$ cat src/hw/rtl/mtep_pkg.sv
// Shared types and constants for the MIDI track event parser.
`default_nettype none
package mtep_pkg;

	localparam int MTEP_MAX_VLQ_BYTES = 4;

	// Result kinds.
	localparam logic [4:0] KIND_PITCHWHEEL = 5'd6;
	localparam logic [4:0] KIND_SEQNUM     = 5'd7;
	localparam logic [4:0] KIND_TEXT       = 5'd8;
	localparam logic [4:0] KIND_CHANPREFIX = 5'd9;
	localparam logic [4:0] KIND_PORT       = 5'd10;
	localparam logic [4:0] KIND_EOT        = 5'd11;
	localparam logic [4:0] KIND_TEMPO      = 5'd12;
	localparam logic [4:0] KIND_SMPTE      = 5'd13;
	localparam logic [4:0] KIND_TIMESIG    = 5'd14;
	localparam logic [4:0] KIND_KEYSIG     = 5'd15;
	localparam logic [4:0] KIND_SEQUENCER  = 5'd16;
	localparam logic [4:0] KIND_PAYLOAD    = 5'd17;
	localparam logic [4:0] KIND_BAD_META   = 5'd18;
	localparam logic [4:0] KIND_NO_STATUS  = 5'd19;
	localparam logic [4:0] KIND_NONE       = 5'd0;

	// Byte values with a fixed meaning in a track.
	localparam logic [7:0] BYTE_META      = 8'hff;
	localparam logic [7:0] BYTE_SYSEX     = 8'hf0;
	localparam logic [7:0] BYTE_ESCAPE    = 8'hf7;
	localparam logic [7:0] META_SEQUENCER = 8'h7f;
	localparam logic [7:0] META_TEXT_LO   = 8'h01;
	localparam logic [7:0] META_TEXT_HI   = 8'h09;

	localparam logic [2:0] STATUS_PROGRAM  = 3'd4;
	localparam logic [2:0] STATUS_CHANPRES = 3'd5;
	localparam logic [2:0] STATUS_PITCH    = 3'd6;

	typedef struct packed {
		logic [7:0] data_byte;
		logic       track_start;
	} item_t;

	typedef struct packed {
		logic [4:0]  kind;
		logic [27:0] delta_ticks;
		logic [3:0]  channel;
		logic [7:0]  first_value;
		logic [7:0]  second_value;
		logic [13:0] bend;
		logic [39:0] meta_value;
		logic [27:0] payload_length;
		logic        last_of_event;
	} result_t;

	// Kind of a fixed-form meta type, or KIND_NONE when it is not one.
	function automatic logic [4:0] fixed_kind(input logic [7:0] t);
		logic [4:0] k;
		case (t)
			8'h00: k = KIND_SEQNUM;
			8'h20: k = KIND_CHANPREFIX;
			8'h21: k = KIND_PORT;
			8'h2f: k = KIND_EOT;
			8'h51: k = KIND_TEMPO;
			8'h54: k = KIND_SMPTE;
			8'h58: k = KIND_TIMESIG;
			8'h59: k = KIND_KEYSIG;
			default: k = KIND_NONE;
		endcase
		return k;
	endfunction

endpackage
`default_nettype wire

$ cat src/hw/rtl/mtep_parser.sv
// Parser state registers and the one-byte state update with its result.
`default_nettype none
module mtep_parser #(
	parameter int MAX_VLQ_BYTES = mtep_pkg::MTEP_MAX_VLQ_BYTES
) (
	input  wire               clk,
	input  wire               arst_n,
	input  wire               fire,
	input  mtep_pkg::item_t   item,
	input  wire               pass_payload,
	output logic              res_valid,
	output mtep_pkg::result_t res
);
	import mtep_pkg::*;

	localparam int CntW = $clog2(MAX_VLQ_BYTES + 1);

	localparam logic [3:0] PH_DELTA     = 4'd0;
	localparam logic [3:0] PH_STATUS    = 4'd1;
	localparam logic [3:0] PH_DATA1     = 4'd2;
	localparam logic [3:0] PH_DATA2     = 4'd3;
	localparam logic [3:0] PH_META_TYPE = 4'd4;
	localparam logic [3:0] PH_META_LEN  = 4'd5;
	localparam logic [3:0] PH_META_BODY = 4'd6;
	localparam logic [3:0] PH_PAYLOAD   = 4'd7;
	localparam logic [3:0] PH_SYSEX_LEN = 4'd8;
	localparam logic [3:0] PH_SKIP      = 4'd9;
	localparam logic [3:0] PH_IDLE      = 4'd10;

	logic [3:0]      phase_q, phase_d;
	logic [27:0]     acc_q, acc_d;
	logic [CntW-1:0] cnt_q, cnt_d;
	logic [27:0]     dt_q, dt_d;
	logic [2:0]      rs_q, rs_d;
	logic            rsv_q, rsv_d;
	logic [3:0]      chan_q, chan_d;
	logic [7:0]      first_q, first_d;
	logic [7:0]      mtype_q, mtype_d;
	logic [27:0]     rem_q, rem_d;
	logic [39:0]     cap_q, cap_d;
	logic [27:0]     hlen_q, hlen_d;

	logic [7:0]      b;
	logic [3:0]      phase_e;
	logic [27:0]     acc_e, acc_new, rem_dec;
	logic [CntW-1:0] cnt_e, cnt_new;
	logic            vlq_done;
	logic [39:0]     cap_new;
	logic [4:0]      fk;
	logic            is_text;

	assign b       = item.data_byte;
	// A track start restarts the parse at the delta time of this very byte.
	assign phase_e = item.track_start ? PH_DELTA : phase_q;
	assign acc_e   = item.track_start ? '0 : acc_q;
	assign cnt_e   = item.track_start ? '0 : cnt_q;
	assign acc_new = {acc_e[20:0], b[6:0]};
	assign cnt_new = cnt_e + 1'b1;
	assign vlq_done = !b[7] || (cnt_new >= CntW'(MAX_VLQ_BYTES));
	assign rem_dec = rem_q - 28'd1;
	assign cap_new = {cap_q[31:0], b};
	assign fk      = fixed_kind(mtype_q);
	assign is_text = ((mtype_q >= META_TEXT_LO) && (mtype_q <= META_TEXT_HI))
		|| (mtype_q == META_SEQUENCER);

	always_comb begin
		phase_d   = phase_e;
		acc_d     = acc_e;
		cnt_d     = cnt_e;
		dt_d      = dt_q;
		rs_d      = rs_q;
		rsv_d     = item.track_start ? 1'b0 : rsv_q;
		chan_d    = chan_q;
		first_d   = first_q;
		mtype_d   = mtype_q;
		rem_d     = rem_q;
		cap_d     = cap_q;
		hlen_d    = hlen_q;
		res_valid = 1'b0;
		res       = '0;
		res.delta_ticks = dt_q;

		case (phase_e)
			PH_IDLE: begin
			end
			PH_DELTA: begin
				if (vlq_done) begin
					dt_d    = acc_new;
					acc_d   = '0;
					cnt_d   = '0;
					phase_d = PH_STATUS;
				end else begin
					acc_d = acc_new;
					cnt_d = cnt_new;
				end
			end
			PH_STATUS: begin
				if (b == BYTE_META) begin
					rsv_d   = 1'b0;
					phase_d = PH_META_TYPE;
				end else if (b == BYTE_SYSEX || b == BYTE_ESCAPE) begin
					rsv_d   = 1'b0;
					phase_d = PH_SYSEX_LEN;
				end else if (b[7:4] == 4'hf) begin
					rsv_d   = 1'b0;
					phase_d = PH_DELTA;
				end else if (b[7]) begin
					rs_d    = b[6:4];
					chan_d  = b[3:0];
					rsv_d   = 1'b1;
					phase_d = PH_DATA1;
				end else if (rsv_d) begin
					first_d = b;
					if (rs_q == STATUS_PROGRAM || rs_q == STATUS_CHANPRES) begin
						res_valid         = 1'b1;
						res.kind          = {2'b00, rs_q};
						res.channel       = chan_q;
						res.first_value   = b;
						res.last_of_event = 1'b1;
						phase_d           = PH_DELTA;
					end else begin
						phase_d = PH_DATA2;
					end
				end else begin
					res_valid         = 1'b1;
					res.kind          = KIND_NO_STATUS;
					res.first_value   = b;
					res.last_of_event = 1'b1;
					phase_d           = PH_DELTA;
				end
			end
			PH_DATA1: begin
				first_d = b;
				if (rs_q == STATUS_PROGRAM || rs_q == STATUS_CHANPRES) begin
					res_valid         = 1'b1;
					res.kind          = {2'b00, rs_q};
					res.channel       = chan_q;
					res.first_value   = b;
					res.last_of_event = 1'b1;
					phase_d           = PH_DELTA;
				end else begin
					phase_d = PH_DATA2;
				end
			end
			PH_DATA2: begin
				res_valid         = 1'b1;
				res.channel       = chan_q;
				res.last_of_event = 1'b1;
				if (rs_q == STATUS_PITCH) begin
					res.kind = KIND_PITCHWHEEL;
					res.bend = {b[6:0], first_q[6:0]};
				end else begin
					res.kind         = {2'b00, rs_q};
					res.first_value  = first_q;
					res.second_value = b;
				end
				phase_d = PH_DELTA;
			end
			PH_META_TYPE: begin
				mtype_d = b;
				phase_d = PH_META_LEN;
			end
			PH_META_LEN: begin
				if (vlq_done) begin
					acc_d  = '0;
					cnt_d  = '0;
					hlen_d = acc_new;
					rem_d  = acc_new;
					cap_d  = '0;
					if (fk != KIND_NONE) begin
						if (acc_new == '0) begin
							res_valid         = 1'b1;
							res.kind          = fk;
							res.last_of_event = 1'b1;
							phase_d = (fk == KIND_EOT) ? PH_IDLE : PH_DELTA;
						end else begin
							phase_d = PH_META_BODY;
						end
					end else if (is_text) begin
						res_valid          = 1'b1;
						res.kind           = (mtype_q == META_SEQUENCER) ?
							KIND_SEQUENCER : KIND_TEXT;
						res.first_value    = mtype_q;
						res.payload_length = acc_new;
						res.last_of_event  = (acc_new == '0) || !pass_payload;
						phase_d = (acc_new != '0) ? PH_PAYLOAD : PH_DELTA;
					end else begin
						res_valid          = 1'b1;
						res.kind           = KIND_BAD_META;
						res.first_value    = mtype_q;
						res.payload_length = acc_new;
						res.last_of_event  = 1'b1;
						phase_d = (acc_new != '0) ? PH_SKIP : PH_DELTA;
					end
				end else begin
					acc_d = acc_new;
					cnt_d = cnt_new;
				end
			end
			PH_META_BODY: begin
				cap_d = cap_new;
				rem_d = rem_dec;
				if (rem_dec == '0) begin
					res_valid         = 1'b1;
					res.kind          = fk;
					res.meta_value    = cap_new;
					res.last_of_event = 1'b1;
					phase_d = (fk == KIND_EOT) ? PH_IDLE : PH_DELTA;
				end
			end
			PH_PAYLOAD: begin
				rem_d = rem_dec;
				if (rem_dec == '0) begin
					phase_d = PH_DELTA;
				end
				if (pass_payload) begin
					res_valid          = 1'b1;
					res.kind           = KIND_PAYLOAD;
					res.first_value    = mtype_q;
					res.second_value   = b;
					res.payload_length = hlen_q;
					res.last_of_event  = (rem_dec == '0);
				end
			end
			PH_SYSEX_LEN: begin
				if (vlq_done) begin
					acc_d   = '0;
					cnt_d   = '0;
					rem_d   = acc_new;
					phase_d = (acc_new != '0) ? PH_SKIP : PH_DELTA;
				end else begin
					acc_d = acc_new;
					cnt_d = cnt_new;
				end
			end
			PH_SKIP: begin
				rem_d = rem_dec;
				if (rem_dec == '0) begin
					phase_d = PH_DELTA;
				end
			end
			default: begin
				phase_d = PH_DELTA;
			end
		endcase
	end

	always_ff @(posedge clk or negedge arst_n) begin
		if (!arst_n) begin
			phase_q <= PH_DELTA;
			acc_q   <= '0;
			cnt_q   <= '0;
			dt_q    <= '0;
			rs_q    <= '0;
			rsv_q   <= 1'b0;
			chan_q  <= '0;
			first_q <= '0;
			mtype_q <= '0;
			rem_q   <= '0;
			cap_q   <= '0;
			hlen_q  <= '0;
		end else if (fire) begin
			phase_q <= phase_d;
			acc_q   <= acc_d;
			cnt_q   <= cnt_d;
			dt_q    <= dt_d;
			rs_q    <= rs_d;
			rsv_q   <= rsv_d;
			chan_q  <= chan_d;
			first_q <= first_d;
			mtype_q <= mtype_d;
			rem_q   <= rem_d;
			cap_q   <= cap_d;
			hlen_q  <= hlen_d;
		end
	end

endmodule
`default_nettype wire

$ cat src/hw/rtl/midi_track_event_parser.sv
// Top level of the MIDI track event parser: byte input, event output, configuration.
`default_nettype none
// The parser takes one track byte per cycle while its input is not stalled, and
// returns at most one decoded event per byte. A byte accepted into the input
// register is parsed once the result register is free or being drained, and its
// result lands in that register; a stall on the output holds the byte in between.
// The parse is the single parser state update between the input register and
// the result register. There is no clearing pass after reset: the parser is ready
// at once, and the configuration port is always ready. Write pass_payload only
// while no byte is in flight.
module midi_track_event_parser #(
	parameter int MAX_VLQ_BYTES = mtep_pkg::MTEP_MAX_VLQ_BYTES
) (
	input  wire               clk,
	input  wire               arst_n,
	input  wire               item_valid,
	output logic              item_stall,
	input  mtep_pkg::item_t   item,
	output logic              evt_valid,
	input  wire               evt_stall,
	output mtep_pkg::result_t evt,
	input  wire               cfg_valid,
	output logic              cfg_ready,
	input  wire               cfg_data
);
	import mtep_pkg::*;

	logic    s1_valid_q;
	item_t   item_s1;
	logic    pass_payload_q;
	logic    evt_valid_q;
	result_t evt_q;
	logic    fire;
	logic    res_valid;
	result_t res;

	// The held byte is parsed when the output register is empty or is being
	// drained in this cycle. A byte that causes no result still waits for that,
	// which keeps the order of transfers simple.
	assign fire       = s1_valid_q && (!evt_valid_q || !evt_stall);
	assign item_stall = s1_valid_q && !fire;
	assign cfg_ready  = 1'b1;
	assign evt_valid  = evt_valid_q;
	assign evt        = evt_q;

	always_ff @(posedge clk or negedge arst_n) begin
		if (!arst_n) begin
			pass_payload_q <= 1'b1;
		end else if (cfg_valid && cfg_ready) begin
			pass_payload_q <= cfg_data;
		end
	end

	// Input register: it takes a new byte whenever the held one moves on.
	always_ff @(posedge clk or negedge arst_n) begin
		if (!arst_n) begin
			s1_valid_q <= 1'b0;
		end else if (!item_stall) begin
			s1_valid_q <= item_valid;
		end
	end

	always_ff @(posedge clk) begin
		if (item_valid && !item_stall) begin
			item_s1 <= item;
		end
	end

	mtep_parser #(
		.MAX_VLQ_BYTES(MAX_VLQ_BYTES)
	) u_parser (
		.clk         (clk),
		.arst_n      (arst_n),
		.fire        (fire),
		.item        (item_s1),
		.pass_payload(pass_payload_q),
		.res_valid   (res_valid),
		.res         (res)
	);

	// Result register: a parse that yields nothing still frees the slot, since
	// a parse only happens once the old result has been transferred.
	always_ff @(posedge clk or negedge arst_n) begin
		if (!arst_n) begin
			evt_valid_q <= 1'b0;
		end else if (fire) begin
			evt_valid_q <= res_valid;
		end else if (!evt_stall) begin
			evt_valid_q <= 1'b0;
		end
	end

	always_ff @(posedge clk) begin
		if (fire && res_valid) begin
			evt_q <= res;
		end
	end

	// A stalled result must never be overwritten by a new parse.
	a_no_overwrite: assert property (@(posedge clk) disable iff (!arst_n)
		(evt_valid_q && evt_stall) |-> !fire)
		else $error("parse fired while a stalled result was held");

	// A byte held back by a stall is still held at the next edge.
	a_hold_byte: assert property (@(posedge clk) disable iff (!arst_n)
		item_stall |=> s1_valid_q)
		else $error("stalled input byte was lost");

	// Payload bytes only come from a meta event with a nonzero length.
	a_payload_len: assert property (@(posedge clk) disable iff (!arst_n)
		(evt_valid_q && evt_q.kind == KIND_PAYLOAD) |-> (evt_q.payload_length != '0))
		else $error("payload byte with zero declared length");

	// Only channel messages carry a channel number.
	a_channel_zero: assert property (@(posedge clk) disable iff (!arst_n)
		(evt_valid_q && evt_q.kind > KIND_PITCHWHEEL) |-> (evt_q.channel == '0))
		else $error("channel set on a non-channel event");

endmodule
`default_nettype wire

$ cat config.mk
export PLATFORM = sky130hd
export DESIGN_NAME = midi_track_event_parser
export DESIGN_NICKNAME = d
export VERILOG_FILES = /design/src/hw/rtl/mtep_pkg.sv /design/src/hw/rtl/mtep_parser.sv /design/src/hw/rtl/midi_track_event_parser.sv
export SDC_FILE = /design/constraint.sdc
export NUM_CORES = 1
export LEC_CHECK = 0
export ABC_AREA = 1
export BUFFER_PORTS_ARGS = -buffer_cell sky130_fd_sc_hd__clkbuf_2
export CORE_MARGIN = 10
export CORE_UTILIZATION = 55
export DETAILED_ROUTE_END_ITERATION = 6
export GPL_TIMING_DRIVEN = 0
export PLACE_DENSITY = 0.75
export SETUP_SLACK_MARGIN = 0.02
export SYNTH_ARGS = -nofsm -noshare
export SYNTH_HDL_FRONTEND = slang
export SYNTH_HIERARCHICAL = 1
export SYNTH_SLANG_ARGS = --single-unit
export TNS_END_PERCENT = 10
$ cat constraint.sdc
create_clock -name clk -period 11.5 [get_ports clk]
set_clock_uncertainty 0.2 [all_clocks]
set_input_delay 1.15 -clock clk [delete_from_list [all_inputs] [get_ports clk]]
set_output_delay 1.15 -clock clk [all_outputs]
set_load 0.005 [all_outputs]
# After elaboration in Yosys (flattened, before gate mapping)
# Index checks and enable logic that the tools add are counted.
# Widths: inputs -> output; s select.
# totals
word_cells	200
in_bits	15
ff_bits	316
output_inout_bits	139
# classes
n_mux	93
addsub	2
n_reduce_logical	39
eq_ne	34
n_lt_le_gt_ge	3
n_bitwise	3
# op_table
cell	n
$pmux 28 s2	2
$mux 4	19
$mux 12	6
$mux 8	8
$pmux 32 s2	1
$mux 21	3
$mux 29	2
$logic_not 28->1	2
$mux 28	2
$mux 5	10
$eq 8x7->1 const B	5
$pmux 8 s5	1
$pmux 4 s9	1
$mux 16	2
$mux 32	1
$pmux 4 s8	1
$pmux 8 s2	2
$pmux 5 s6	1
$reduce_bool 28->1	1
$sub 28x1->28 const B	1
$eq 8x6->1 const B	3
$eq 8x8->1 const B	3
$mux 1	21
$eq 4x4->1 const B	5
28 further kinds	71

# Logic depth before layout (Yosys ltp)
# logic_depth
word_depth	10
ltp_mapped	20
mapped_depth_nobuf	20

# Modules after synthesis
# Netlist, hierarchy kept.
# modules_own_cells
mod	instances	area_per_inst_um2	seq_area_each_um2	cells_per_inst
mtep_parser	1	9603.0	4204.0	1318
midi_track_event_parser	1	4510.6	4430.5	166

# Worst setup path before layout
# No wires, ideal clock.
# synth_path
kind	reg-to-reg
start	register u_parser.rem_q[0]
end	register evt_q, in the netlist evt[0], enable pin
synth_period_minus_slack_ns	8.366
path_slack_ns	3.134
arrival_ns	7.533
stages_incl_launch_ff	17
required_ns	10.666
n_path_buf	0
setup_ns	0.634
cell_sequence	dfrtp_1 inv_1 ha_1 nand2_2 nor2_4 nand2_2 nand2_1 nand2_1 nor2_1 nand2_1 nor2_1 nand2_1 nor2_1 nand3_1 nand4_1 inv_1 nor2_1
# synth_between
elab_chain_len	5
# synth_rtl
element	line	source
start: declaration	mtep_parser.sv:39	logic [27:0] rem_q, rem_d;
start signal: assignment	mtep_parser.sv:272	rem_q <= rem_d;
$sub 28x1->28	mtep_parser.sv:60	assign rem_dec = rem_q - 28'd1;
$logic_not 28->1	mtep_parser.sv:203	if (rem_dec == '0) begin
$mux 1	mtep_parser.sv:203	
$pmux 1 s6	mtep_parser.sv:83	case (phase_e)
via res_valid	midi_track_event_parser.sv:34	logic res_valid;
$logic_and 1x1->1	midi_track_event_parser.sv:94	if (fire && res_valid) begin
end signal: assignment	midi_track_event_parser.sv:95	evt_q <= res;
end: declaration	midi_track_event_parser.sv:32	result_t evt_q;
# The timed path passes the listed nets, and every way through them passes these cells.
# A chain may end at the register's enable or synchronous reset.

# Final worst setup path
# layout_path
start	register u_parser.rem_q[0]
end	register evt_q, in the netlist evt[38], enable pin
# The elaborated chain is that of the path after synthesis.

==> impl_metrics.tcl <==
set metrics [dict create \
    status "finished clean" \
    crit_end "evt[38]$_DFFE_PP_" \
    slew_violations 0 \
    grt_pass1_wl_mm 60.9 \
    path_delay_family "simple AND/OR/NAND/NOR gates" \
    cts_made_buffers 31 \
    path_class "reg2reg" \
    ys.flop_type "dfrtp_1" \
    io_buffers 152 \
    r2r_start "u_parser/rem_q[0]$_DFFE_PN0P_" \
    async_flop_share_pct 54.1 \
    wl_per_cell_um 19.0 \
    vias 11500 \
    firstDrtPassIters 6 \
    grt.total_usage_pct 22.9 \
    min_period_ns 4.27 \
    pin_count 154 \
    max_stage_delay_ns 0.43 \
    fin_cells 2029 \
    drive_gt1_share_pct 17.4 \
    synth_cell_types 44 \
    vias_per_cell 5.66 \
    synth_cells 1484 \
    globalRouteOverflowTotal 0 \
    holdWs_ns 0.244 \
    p_clk_share_pct 31.8 \
    fin_nets 1692 \
    dieArea_mm2 0.0325 \
    swShare_pct 30.6 \
    yosysSeqAreaShare_pct 61.2 \
    cts-root-buf "clkbuf_16" \
    startpoint_type "flip-flop" \
    grt_max_degree 110 \
    r2r-end "evt[38]$_DFFE_PP_" \
    place_hpwl_mm 27.7 \
    cts_max_level 1 \
    crit_required_ns 11.55 \
    cellPowerDensity_mw_per_mm2 188 \
    crit_buf_inv 5 \
    fill_cells 2060 \
    synth_edf_count 145 \
    p_sw_mw 0.941 \
    place_congestion 0.962 \
    clk_pin_slew_ns 0.06 \
    drt-total-wl_mm 38.6 \
    die_w_um 180 \
    hp-class "reg2reg" \
    max_slew.worst_pin.slew_ns 0.940 \
    drv_cap 0 \
    post-route-period-util_pct 37.1 \
    drc 0 \
    internal_power_mw 2.13 \
    rsz0062_at_grt "false" \
    syn_to_final_growth_pct 16.1 \
    ys_ff_latch 316 \
    worst_setup_path_end_kind "flip-flop" \
    first_global_vias 11300 \
    cts_hold_buf 0 \
    cts_tree "done" \
    postPlaceCellArea_mm2 0.0154 \
    clock_path_buffers 3 \
    p_seq_share_pct 49.0 \
    p_leak_nw 7.39 \
    slew_headroom_pct 37.3 \
    clock_latency_ns 0.56 \
    drtIter0Drc 1470 \
    reg2reg_slack_ns 7.23 \
    ir_drop_v 0.000175 \
    design_area_mm2 0.0164 \
    post_cts_buffers 0 \
    rows 58 \
    netlist_area_mm2 0.0141 \
    antenna_cells 0 \
    yosys_warnings 6 \
    grt_antenna_before_repair 0 \
    coreArea_mm2 0.0252 \
    syn_nets 1502 \
    cts_resized 0 \
    cts_sinks 316 \
    comb_power_share_pct 19.2 \
    startpoint "u_parser/rem_q[0]$_DFFE_PN0P_" \
    arrival_ns 4.32 \
    initial_core_util_pct 56.0 \
    fin_tns_setup_ns 0 \
    path_max_fanout 38 \
    cp_slowest_cell "dfrtp_1" \
    setup_violations 0 \
    crit_top_cell "buf_12" \
    die_y_um 180 \
    finalHoldViolations 0 \
    r2r_cells 17 \
    cp.depth 17 \
    dpl.cell_count 1971 \
    worstPathCellList "inv_1 > ha_1 > nand2_2 > nor2_4 > nand2_2 > o21ai_1 > nand2_1 > nor2_1 > nand2_1 > nor2_1 > nand3_1 > nand4_1 > inv_1 > nor2_4 > buf_12 > buf_12 > buf_12" \
    syn_area_per_cell_um2 9.51 \
    max_freq_ghz 0.234 \
    drtAntennaViolNets 0 \
]
==> sequential cells by signal, summed over array words and instances, names as in the netlist <==
name and cells:
u_parser/cap_q 32, item_s1 9, u_parser/rsv_q 1, u_parser/rem_q 28
evt 136, pass_payload_q 1, u_parser/first_q 8, evt_valid 1
u_parser/acc_q 21, u_parser/rs_q 3, u_parser/dt_q 28, s1_valid_q 1
u_parser/chan_q 4, u_parser/phase_q 4, u_parser/cnt_q 3, u_parser/mtype_q 8
u_parser/hlen_q 28
==> cell usage in the layout (no fill, tap or decap), types with 5 or more instances in the layout <==
cell / count
nand4_1: 20
o221ai_1: 5
inv_1: 207
a21oi_1: 58
nor2_1: 140
clkbuf_16: 31
o211ai_1: 7
buf_2: 19
a221oi_1: 15
o21ai_1: 7
o21ai_0: 142
nand2_1: 267
o22ai_1: 55
clkbuf_2: 151
dfrtp_1: 170
nor2_2: 50
xor2_1: 6
nor3_1: 27
clkbuf_1: 51
nand3_1: 50
a31oi_1: 8
edfxtp_1: 145
==> routing by layer <==
metal | GRT usage [%] | up-vias | share of wire (%)
li1 | - | 5336 | -
met1 | 30.5 | 5586 | 42
met2 | 37.7 | 490 | 48
met3 | 3.41 | 64 | 7.3
met4 | 7.22 | 0 | 2.4
met5 | 0 | - | 0
==> metrics by stage <==
| step | util (%) | setup WS [ns] | power (mW) |
|---|---|---|---|
| final | 65.1 | 7.23 | 3.07 |
| after global routing | 65.1 | 6.93 | 3.23 |
| after CTS | 65.1 | 7.25 | 3.08 |
| after detailed placement | 61.2 | 7.28 | 2.10 |
| after global placement | 60.7 | 0.121 | 2.08 |
| after floorplan | - | 3.13 | 1.88 |
==> area by class of cell <==
type                       instances  area, µm²  area share [%]
clock inverter                    10        106           0.649
multi-input combinational        891       4380            26.7
inverter                         213        800            4.88
tap                              330        413            2.52
clock buffer                      48        870            5.31
sequential                       316       8630            52.7
buffer                            64        305            1.86
timing repair buffer             157        877            5.35
==> synth_stat cells, types with 2 or more instances <==
library cell	n	share of area, %
nand2_2	3	0.13
nand3_1	50	1.8
xor2_1	6	0.37
o21ai_2	2	0.12
nand3b_1	3	0.16
dfrtp_1	170	30
o221ai_1	5	0.31
a22oi_1	4	0.21
nor4_1	2	0.089
nor2_2	50	2.2
edfxtp_1	145	31
inv_2	4	0.11
inv_1	207	5.5
clkbuf_1	37	0.98
o211ai_1	7	0.37
o21ai_0	142	5.0
buf_6	4	0.32
o22ai_1	55	2.4
nor3_1	27	0.96
nor3_2	2	0.14
nor2_1	141	3.8
buf_2	19	0.67
a31oi_1	8	0.35
buf_4	3	0.16
ha_1	3	0.27
nor2_4	3	0.24
nand2_1	267	7.1
clkinv_1	2	0.053
nor3b_1	2	0.11
nand4_1	20	0.89
a221oi_1	15	0.93
o21ai_1	7	0.25
a21oi_1	58	2.1
==> cells by family after synthesis <==
kind of cell	Yosys count	synth area share, %
simple gates	574	18.0
flops	316	61.2
compound gates	307	12.4
buf+inv	277	7.83
xor+xnor	6	0.372
fa+ha+maj	3	0.266
other cells	1	0.0266
==> worst min-delay path by stage <==
stage	startpoint	to	slack (ns)	cells past startpoint
5_1_grt	u_parser/dt_q[3]$_DFFE_PN0P_	evt[106]$_DFFE_PP_	0.25	0
3_3_place_gp	u_parser/dt_q[23]$_DFFE_PN0P_	evt[126]$_DFFE_PP_	0.23	0
3_5_place_dp	u_parser/dt_q[15]$_DFFE_PN0P_	evt[118]$_DFFE_PP_	0.23	0
2_1_floorplan	u_parser/dt_q[0]$_DFFE_PN0P_	evt[103]$_DFFE_PP_	0.23	0
6_report	u_parser/dt_q[15]$_DFFE_PN0P_	evt[118]$_DFFE_PP_	0.24	0
4_1_cts	u_parser/dt_q[15]$_DFFE_PN0P_	evt[118]$_DFFE_PP_	0.24	0
==> power groups by stage <==
stage                     Clock (mW)  Combinational [mW]  Sequential [mW]
after floorplan                    0               0.379             1.51
after global placement             0               0.549             1.53
after detailed placement           0               0.576             1.52
after CTS                      0.989               0.582             1.50
after global routing            1.04               0.661             1.53
final                          0.977               0.590             1.51
Note: power is estimated with default switching activity, not from simulation.
